File: src/rtl/upd_pkg.sv
// Shared types, character codes and hex helpers for the URL percent decoder.
package upd_pkg;

    localparam logic [7:0] CH_PERCENT = 8'h25;
    localparam logic [7:0] CH_PLUS    = 8'h2B;
    localparam logic [7:0] CH_SPACE   = 8'h20;

    localparam int UPD_QUEUE_DEPTH = 4;

    // Decoded bytes produced by one input word, oldest in slot 0.
    typedef struct packed {
        logic [2:0][7:0] data;
        logic [1:0]      count;
        logic            string_end;
    } upd_cmd_t;

    function automatic logic is_hex(input logic [7:0] c);
        logic res;
        res = ((c >= 8'h30) && (c <= 8'h39)) ||
              ((c >= 8'h41) && (c <= 8'h46)) ||
              ((c >= 8'h61) && (c <= 8'h66));
        return res;
    endfunction

    // Valid only for hex digits: letters sit at low nibble 1..6 in both cases.
    function automatic logic [3:0] hex_val(input logic [7:0] c);
        logic [3:0] res;
        if (c[6])
        begin
            res = c[3:0] + 4'd9;
        end
        else
        begin
            res = c[3:0];
        end
        return res;
    endfunction

endpackage

File: src/rtl/url_percent_decoder.sv
// URL percent decoder: takes one encoded byte per cycle whenever full is low,
// with string_end on the last byte of each string, and delivers decoded bytes
// one per cycle while pop is high. "%XY" with two hex digits (either case)
// becomes one byte; a broken escape passes its '%' and digit through as
// literals; '+' becomes a space while query_mode is 1. The front end decodes
// each input byte in its accept cycle into a command of zero to three bytes
// and writes it into a QUEUE_DEPTH-entry queue; the back end moves one byte
// per cycle, unless stalled by pop, from the queue head into the output
// register. As decoding never yields more bytes than it consumes, that rate
// holds; full rises only when the queue fills because pop is held low or a
// burst of broken escapes briefly outpaces the back end. query_mode is written
// through cfg_valid and cfg_data (cfg_ready is always high); the user must
// write it only while the block is idle; the block does not enforce this.
module url_percent_decoder
    import upd_pkg::*;
#(
    parameter int QUEUE_DEPTH = UPD_QUEUE_DEPTH
)
(
    input  logic       clk,
    input  logic       rst_n,
    input  logic       push,
    output logic       full,
    input  logic [7:0] in_byte,
    input  logic       string_end,
    output logic       empty,
    input  logic       pop,
    output logic [7:0] out_byte,
    output logic       run_last,
    output logic       string_done,
    input  logic       cfg_valid,
    output logic       cfg_ready,
    input  logic       cfg_data
);

    logic     query_mode_reg;
    logic     accept;
    logic     cmd_push;
    upd_cmd_t front_cmd;
    logic     q_valid;
    logic     q_pop;
    upd_cmd_t head_cmd;
    logic     q_full;

    assign cfg_ready = 1'b1;
    assign full      = q_full;
    assign accept    = push && !q_full;

    always_ff @(posedge clk or negedge rst_n)
    begin
        if (!rst_n)
        begin
            query_mode_reg <= 1'b0;
        end
        else if (cfg_valid && cfg_ready)
        begin
            query_mode_reg <= cfg_data;
        end
    end

    upd_front u_front (
        .clk        (clk),
        .rst_n      (rst_n),
        .query_mode (query_mode_reg),
        .accept     (accept),
        .in_byte    (in_byte),
        .string_end (string_end),
        .cmd_push   (cmd_push),
        .cmd        (front_cmd)
    );

    upd_queue #(
        .DEPTH (QUEUE_DEPTH)
    ) u_queue (
        .clk      (clk),
        .rst_n    (rst_n),
        .wr_en    (cmd_push),
        .wr_cmd   (front_cmd),
        .rd_en    (q_pop),
        .rd_valid (q_valid),
        .rd_cmd   (head_cmd),
        .full     (q_full)
    );

    upd_back u_back (
        .clk         (clk),
        .rst_n       (rst_n),
        .cmd_valid   (q_valid),
        .cmd         (head_cmd),
        .cmd_pop     (q_pop),
        .pop         (pop),
        .empty       (empty),
        .out_byte    (out_byte),
        .run_last    (run_last),
        .string_done (string_done)
    );

endmodule

File: src/rtl/upd_front.sv
// Front end: tracks escape state and turns each input byte into a decode command.
module upd_front
    import upd_pkg::*;
(
    input  logic       clk,
    input  logic       rst_n,
    input  logic       query_mode,
    input  logic       accept,
    input  logic [7:0] in_byte,
    input  logic       string_end,
    output logic       cmd_push,
    output upd_cmd_t   cmd
);

    typedef enum logic [1:0] {
        PH_PLAIN   = 2'd0,
        PH_PERCENT = 2'd1,
        PH_DIGIT   = 2'd2
    } phase_t;

    phase_t     phase_reg, phase_next;
    logic [7:0] held_reg, held_next;

    function automatic upd_cmd_t append(input upd_cmd_t c, input logic [7:0] v);
        upd_cmd_t r;
        r = c;
        unique case (c.count)
            2'd0:    r.data[0] = v;
            2'd1:    r.data[1] = v;
            2'd2:    r.data[2] = v;
            default: r.data[2] = c.data[2];
        endcase
        if (c.count != 2'd3)
        begin
            r.count = c.count + 2'd1;
        end
        return r;
    endfunction

    always_comb
    begin
        logic       hex;
        logic [7:0] mapped;
        upd_cmd_t   c;
        hex    = is_hex(in_byte);
        mapped = (query_mode && (in_byte == CH_PLUS)) ? CH_SPACE : in_byte;
        c.data       = '0;
        c.count      = 2'd0;
        c.string_end = string_end;
        phase_next = phase_reg;
        held_next  = held_reg;
        if ((phase_reg == PH_PERCENT) && hex)
        begin
            held_next  = in_byte;
            phase_next = PH_DIGIT;
        end
        else if ((phase_reg == PH_DIGIT) && hex)
        begin
            c = append(c, {hex_val(held_reg), hex_val(in_byte)});
            phase_next = PH_PLAIN;
        end
        else
        begin
            // Broken escape: release what is pending, then treat the byte as plain.
            if ((phase_reg == PH_PERCENT) || (phase_reg == PH_DIGIT))
            begin
                c = append(c, CH_PERCENT);
            end
            if (phase_reg == PH_DIGIT)
            begin
                c = append(c, held_reg);
            end
            if (in_byte == CH_PERCENT)
            begin
                phase_next = PH_PERCENT;
            end
            else
            begin
                c = append(c, mapped);
                phase_next = PH_PLAIN;
            end
        end
        if (string_end)
        begin
            // Flush any pending escape at the end of the string.
            if ((phase_next == PH_PERCENT) || (phase_next == PH_DIGIT))
            begin
                c = append(c, CH_PERCENT);
            end
            if (phase_next == PH_DIGIT)
            begin
                c = append(c, held_next);
            end
            phase_next = PH_PLAIN;
        end
        cmd      = c;
        cmd_push = accept && (c.count != 2'd0);
    end

    always_ff @(posedge clk or negedge rst_n)
    begin
        if (!rst_n)
        begin
            phase_reg <= PH_PLAIN;
        end
        else if (accept)
        begin
            phase_reg <= phase_next;
        end
    end

    always_ff @(posedge clk)
    begin
        if (accept)
        begin
            held_reg <= held_next;
        end
    end

endmodule

File: src/rtl/upd_queue.sv
// Short command queue between the front end and the back end.
module upd_queue
    import upd_pkg::*;
#(
    parameter int DEPTH = UPD_QUEUE_DEPTH
)
(
    input  logic     clk,
    input  logic     rst_n,
    input  logic     wr_en,
    input  upd_cmd_t wr_cmd,
    input  logic     rd_en,
    output logic     rd_valid,
    output upd_cmd_t rd_cmd,
    output logic     full
);

    localparam int PTR_W = (DEPTH > 1) ? $clog2(DEPTH) : 1;
    localparam int CNT_W = $clog2(DEPTH + 1);
    localparam logic [PTR_W-1:0] LAST_PTR = PTR_W'(DEPTH - 1);
    localparam logic [CNT_W-1:0] FULL_CNT = CNT_W'(DEPTH);

    upd_cmd_t         mem_reg [DEPTH];
    logic [PTR_W-1:0] wr_ptr_reg, rd_ptr_reg;
    logic [CNT_W-1:0] count_reg;

    assign rd_valid = (count_reg != '0);
    assign full     = (count_reg == FULL_CNT);
    assign rd_cmd   = mem_reg[rd_ptr_reg];

    always_ff @(posedge clk)
    begin
        if (wr_en)
        begin
            mem_reg[wr_ptr_reg] <= wr_cmd;
        end
    end

    always_ff @(posedge clk or negedge rst_n)
    begin
        if (!rst_n)
        begin
            wr_ptr_reg <= '0;
            rd_ptr_reg <= '0;
            count_reg  <= '0;
        end
        else
        begin
            if (wr_en)
            begin
                wr_ptr_reg <= (wr_ptr_reg == LAST_PTR) ? '0 : wr_ptr_reg + 1'b1;
            end
            if (rd_en)
            begin
                rd_ptr_reg <= (rd_ptr_reg == LAST_PTR) ? '0 : rd_ptr_reg + 1'b1;
            end
            if (wr_en && !rd_en)
            begin
                count_reg <= count_reg + 1'b1;
            end
            else if (rd_en && !wr_en)
            begin
                count_reg <= count_reg - 1'b1;
            end
        end
    end

endmodule

File: src/rtl/upd_back.sv
// Back end: walks the bytes of each command into the output register.
module upd_back
    import upd_pkg::*;
(
    input  logic       clk,
    input  logic       rst_n,
    input  logic       cmd_valid,
    input  upd_cmd_t   cmd,
    output logic       cmd_pop,
    input  logic       pop,
    output logic       empty,
    output logic [7:0] out_byte,
    output logic       run_last,
    output logic       string_done
);

    logic [1:0] idx_reg;
    logic       out_valid_reg;
    logic [7:0] out_byte_reg;
    logic       run_last_reg;
    logic       string_done_reg;
    logic       load;
    logic       last;
    logic [7:0] sel_byte;

    always_comb
    begin
        unique case (idx_reg)
            2'd0:    sel_byte = cmd.data[0];
            2'd1:    sel_byte = cmd.data[1];
            default: sel_byte = cmd.data[2];
        endcase
    end

    assign load    = cmd_valid && (!out_valid_reg || pop);
    assign last    = (idx_reg == (cmd.count - 2'd1));
    assign cmd_pop = load && last;

    always_ff @(posedge clk or negedge rst_n)
    begin
        if (!rst_n)
        begin
            idx_reg       <= 2'd0;
            out_valid_reg <= 1'b0;
        end
        else
        begin
            if (load)
            begin
                idx_reg <= last ? 2'd0 : idx_reg + 2'd1;
            end
            if (load)
            begin
                out_valid_reg <= 1'b1;
            end
            else if (pop)
            begin
                out_valid_reg <= 1'b0;
            end
        end
    end

    always_ff @(posedge clk)
    begin
        if (load)
        begin
            out_byte_reg    <= sel_byte;
            run_last_reg    <= last;
            string_done_reg <= last && cmd.string_end;
        end
    end

    assign empty       = !out_valid_reg;
    assign out_byte    = out_byte_reg;
    assign run_last    = run_last_reg;
    assign string_done = string_done_reg;

endmodule

File: config.mk
export PLATFORM = sky130hd
export DESIGN_NAME = url_percent_decoder
export DESIGN_NICKNAME = d
export VERILOG_FILES = /design/src/rtl/upd_pkg.sv /design/src/rtl/url_percent_decoder.sv /design/src/rtl/upd_front.sv /design/src/rtl/upd_queue.sv /design/src/rtl/upd_back.sv
export SDC_FILE = /design/constraint.sdc
export NUM_CORES = 1
export LEC_CHECK = 0
export BUFFER_PORTS_ARGS = -buffer_cell sky130_fd_sc_hd__buf_2
export CORE_AREA = 2 2 107 109
export CTS_CLUSTER_SIZE = 16
export DETAILED_ROUTE_END_ITERATION = 10
export DIE_AREA = 0 0 109 111
export GPL_ROUTABILITY_DRIVEN = 0
export PLACE_DENSITY = 0.85
export SLEW_MARGIN = 20
export SYNTH_ARGS = -nofsm -noshare
export SYNTH_HDL_FRONTEND = slang
export SYNTH_SLANG_ARGS = --single-unit
File: constraint.sdc
create_clock -name clk -period 3.65 [get_ports clk]
set_input_delay 0.1825 -clock clk [delete_from_list [all_inputs] [get_ports clk]]
set_output_delay 0.1825 -clock clk [all_outputs]
set_load 0.005 [all_outputs]
==> summary.md <==
| Metric | Value |
|---|---|
| Status | `finished clean` |
| Synth-to-Final Area Change | `13.6%` |
| Crit-path max cell delay | `0.50 ns` |
| Mapped Avg Cell Area | `15.0 µm²` |
| Period minus WS final | `3.18 ns` |
| Clock power share | `0.300` |
| Share of layout cells above drive strength 1 | `0.235` |
| Post-synthesis cell area | `6460 µm²` |
| RSZ-0062 raised after global routing | `no` |
| Critical Path, Cell by Cell | `inv_1, ha_1, o41ai_1, a21oi_2, a211oi_4, ha_1, inv_1, fa_1, xor2_1, nor2_1, xor2_1` |
| Worst Setup End Kind | `register` |
| Sw Ratio | `0.288` |
| Yosys top cell area share | `0.586` |
| Antenna Cells | `0` |
| Worst Hold Class | `in -> reg` |
| Vias in the first global route | `3891` |
| Crit-path slowest cell | `o41ai_1` |
| Drt via density | `6.42` |
| I/O Buffers | `26` |
| I/O pin count | `28` |
| Root buffer cell | `clkbuf_16` |
| Antenna Nets Post-Route | `0` |
| Effective utilization at floorplan | `0.583` |
| Fin crit share | `0.871` |
| Initial antenna violation count | `0` |
| DR WL/cell | `22.4 µm` |
| Worst-skew pair later-pin latency | `0.41 ns` |
| CTS tree | `built` |
| Multi-input gate area | `2180 µm²` |
| Maximum VDD drop | `488 µV` |
| Clk pin slew, worst setup/hold paths | `0.06 ns` |
| Area contributors post-synth | `edfxtp_1, mux4_2, dfrtp_1, ha_1, nand2_1` |
| # clock sinks | `139` |
| Fmax | `314 MHz` |
| Startpoint types | `register` |
| Placed Cells | `586` |
| Worst path required time | `3.99 ns` |
| H-tree depth | `4` |
| Measured slew at the worst slew-check pin | `0.903 ns` |
| Clk_skew | `0.00819 ns` |
| Filler cell count | `734` |
| Relative slew slack | `0.394` |
| Final net count | `496` |
| First-pass GRT wire length | `22100 µm` |
| Syn Nets | `463` |
| Sequential Power Share | `0.425` |
| Worst path buffer plus inverter count | `2` |
| Vias after detailed routing | `3982` |
| FFs w/ async S/R, synth | `0.0935` |
| Max FFs per register | `108` |
| Number of synthesized flops with an enable pin | `126` |
| Die Ht | `111 µm` |
| Combinational share of power | `0.276` |
| Cell taking the most area after synthesis | `edfxtp_1` |
| Synth warn | `0` |
| Die Width | `109 µm` |
| Core Region | `11100 µm²` |
| Setup TNS | `0 ns` |
| Die area | `12100 µm²` |
| Register area share after synthesis | `0.636` |
| Synth Instances | `431` |
| Final Hold Vio Count | `0` |
| Drt total wl | `13900 µm` |
| Post_cts resized | `0` |
| Main synth FF type | `edfxtp_1` |
| Max clock buf depth | `2` |
| # setup viols final | `0` |
| Final number of max-transition violations | `0` |
| CP delay by family, top | `adder cells` |
| Critical path class | `reg -> reg` |
| First DRT Iteration DRCs | `356` |
| Maximum fanout along the worst path | `12` |
| Storage element area | `4110 µm²` |
| CP Data Arrival Time | `3.52 ns` |
| Grt total ovfl | `0` |
| Pwr Density | `750 nW/µm²` |
| Number of buffers created by CTS | `17` |
| DRC Markers | `0` |
| Pleak | `2.68 nW` |
| Fin cells | `620` |
| Switching Power | `1.59 mW` |
| GRT Util Overall | `0.252` |
| DP Wirelength | `8480 µm` |
| Max-cap violations | `0` |
| # rows | `39` |
| First-pass DRT Iterations | `6` |
| Largest net degree at the start of global routing | `29` |
| Distinct cell type count after synthesis | `61` |
| P_int | `3.92 mW` |
| Register bit total from synthesis | `139` |
cell type report:
type	instances	share of cell area
clock buffer	25	0.0735
clock inverter	7	0.00682
inverter	16	0.00818
multi-input combinational	253	0.297
sequential	139	0.560
tap	143	0.0244
timing repair buffer	37	0.0297
synthesized netlist by cell type, types with 4 or more instances:
library cell,number
a31oi_1,4
inv_1,16
xnor2_1,4
nor2b_1,12
a211oi_1,5
a221o_1,9
and3_1,7
xor2_1,5
mux2_2,5
clkbuf_1,13
edfxtp_1,126
buf_2,6
mux4_2,27
nand3_1,17
dfrtp_1,13
a21oi_1,14
nor2_1,17
o21ai_0,15
and2_1,7
ha_1,16
nand2_1,37
worst paths after layout:
kind	from	end	slack (ns)	cells after the start
setup / recovery	u_front.phase_reg[0]	u_queue.count_reg[2]	0.47	11
hold / removal	cfg_data	query_mode_reg	0.005	2
setup reg to reg	u_front.phase_reg[0]	u_queue.count_reg[2]	0.47	11
hold reg to reg	u_queue.count_reg[2]	u_queue.count_reg[2]	0.49	1
max in group asynchronous	rst_n	u_queue.rd_ptr_reg[0]	3.21	2
min in group asynchronous	rst_n	u_queue.wr_ptr_reg[1]	0.18	2
worst reg2reg max path, cell delays in order, from the launching register on:
cell and delay [ns]:
dfrtp_1 0.39, inv_1 0.06, ha_1 0.47, o41ai_1 0.50
a21oi_2 0.10, a211oi_4 0.40, ha_1 0.25, inv_1 0.07
fa_1 0.44, xor2_1 0.17, nor2_1 0.11, xor2_1 0.15
power groups by stage:
stage	logic [mW]	clock network, mW	registers, mW
floorplan	1.09	0	2.31
global placement	1.43	0	2.32
detailed placement	1.49	0	2.36
CTS	1.54	1.66	2.34
global route	1.67	1.73	2.37
finish	1.52	1.65	2.34
cell usage in the layout, fill, tap and decap left out, types with 4 or more instances in the layout:
cell type	n
a211oi_1	5
a21oi_1	14
a221o_1	9
a31oi_1	4
and2_1	7
and3_1	7
buf_2	26
buf_4	9
clkbuf_16	20
dfrtp_1	12
edfxtp_1	126
ha_1	16
inv_1	16
mux2_2	5
mux4_2	27
nand2_1	37
nand3_1	17
nor2_1	17
nor2b_1	12
o21ai_0	15
xnor2_1	4
xor2_1	5
metrics by stage:
step / hold WS (ns) / total power, mW / util / setup WS [ns] / cell area [µm²]
global placement: 0.0855 / 3.76 / 0.607 / 0.473 / 6730
detailed placement: 0.0859 / 3.85 / 0.607 / 0.298 / 6730
global route: 0.00993 / 5.77 / 0.662 / 0.257 / 7340
finish: 0.00480 / 5.50 / 0.662 / 0.470 / 7340
CTS: 0.000498 / 5.54 / 0.662 / 0.469 / 7340
floorplan: -0.113 / 3.41 / - / 0.804 / 6460
layer usage:
layer | vias up | global-route usage | share of wire
met5 | - | 0 | 0
met4 | 0 | 0.102 | 0.036
met3 | 51 | 0.0488 | 0.076
met2 | 215 | 0.403 | 0.50
met1 | 1986 | 0.342 | 0.39
li1 | 1730 | - | -
kinds of logic after synthesis:
| logic type | share of synthesized area |
|---|---|
| mux | 0.111 |
| buf+inv | 0.0261 |
| simple gates | 0.101 |
| compound gates | 0.0790 |
| flops | 0.636 |
| xor+xnor | 0.0122 |
| other cells | 0.000581 |
| fa+ha+maj | 0.0341 |
timing repair:
action,CTS,global route
endpoints found under the setup margin,0,0
endpoints found under the hold margin,14,0
setup buffers,0,0
hold buffers,2,0
Note: power is estimated with default switching activity, not from simulation.
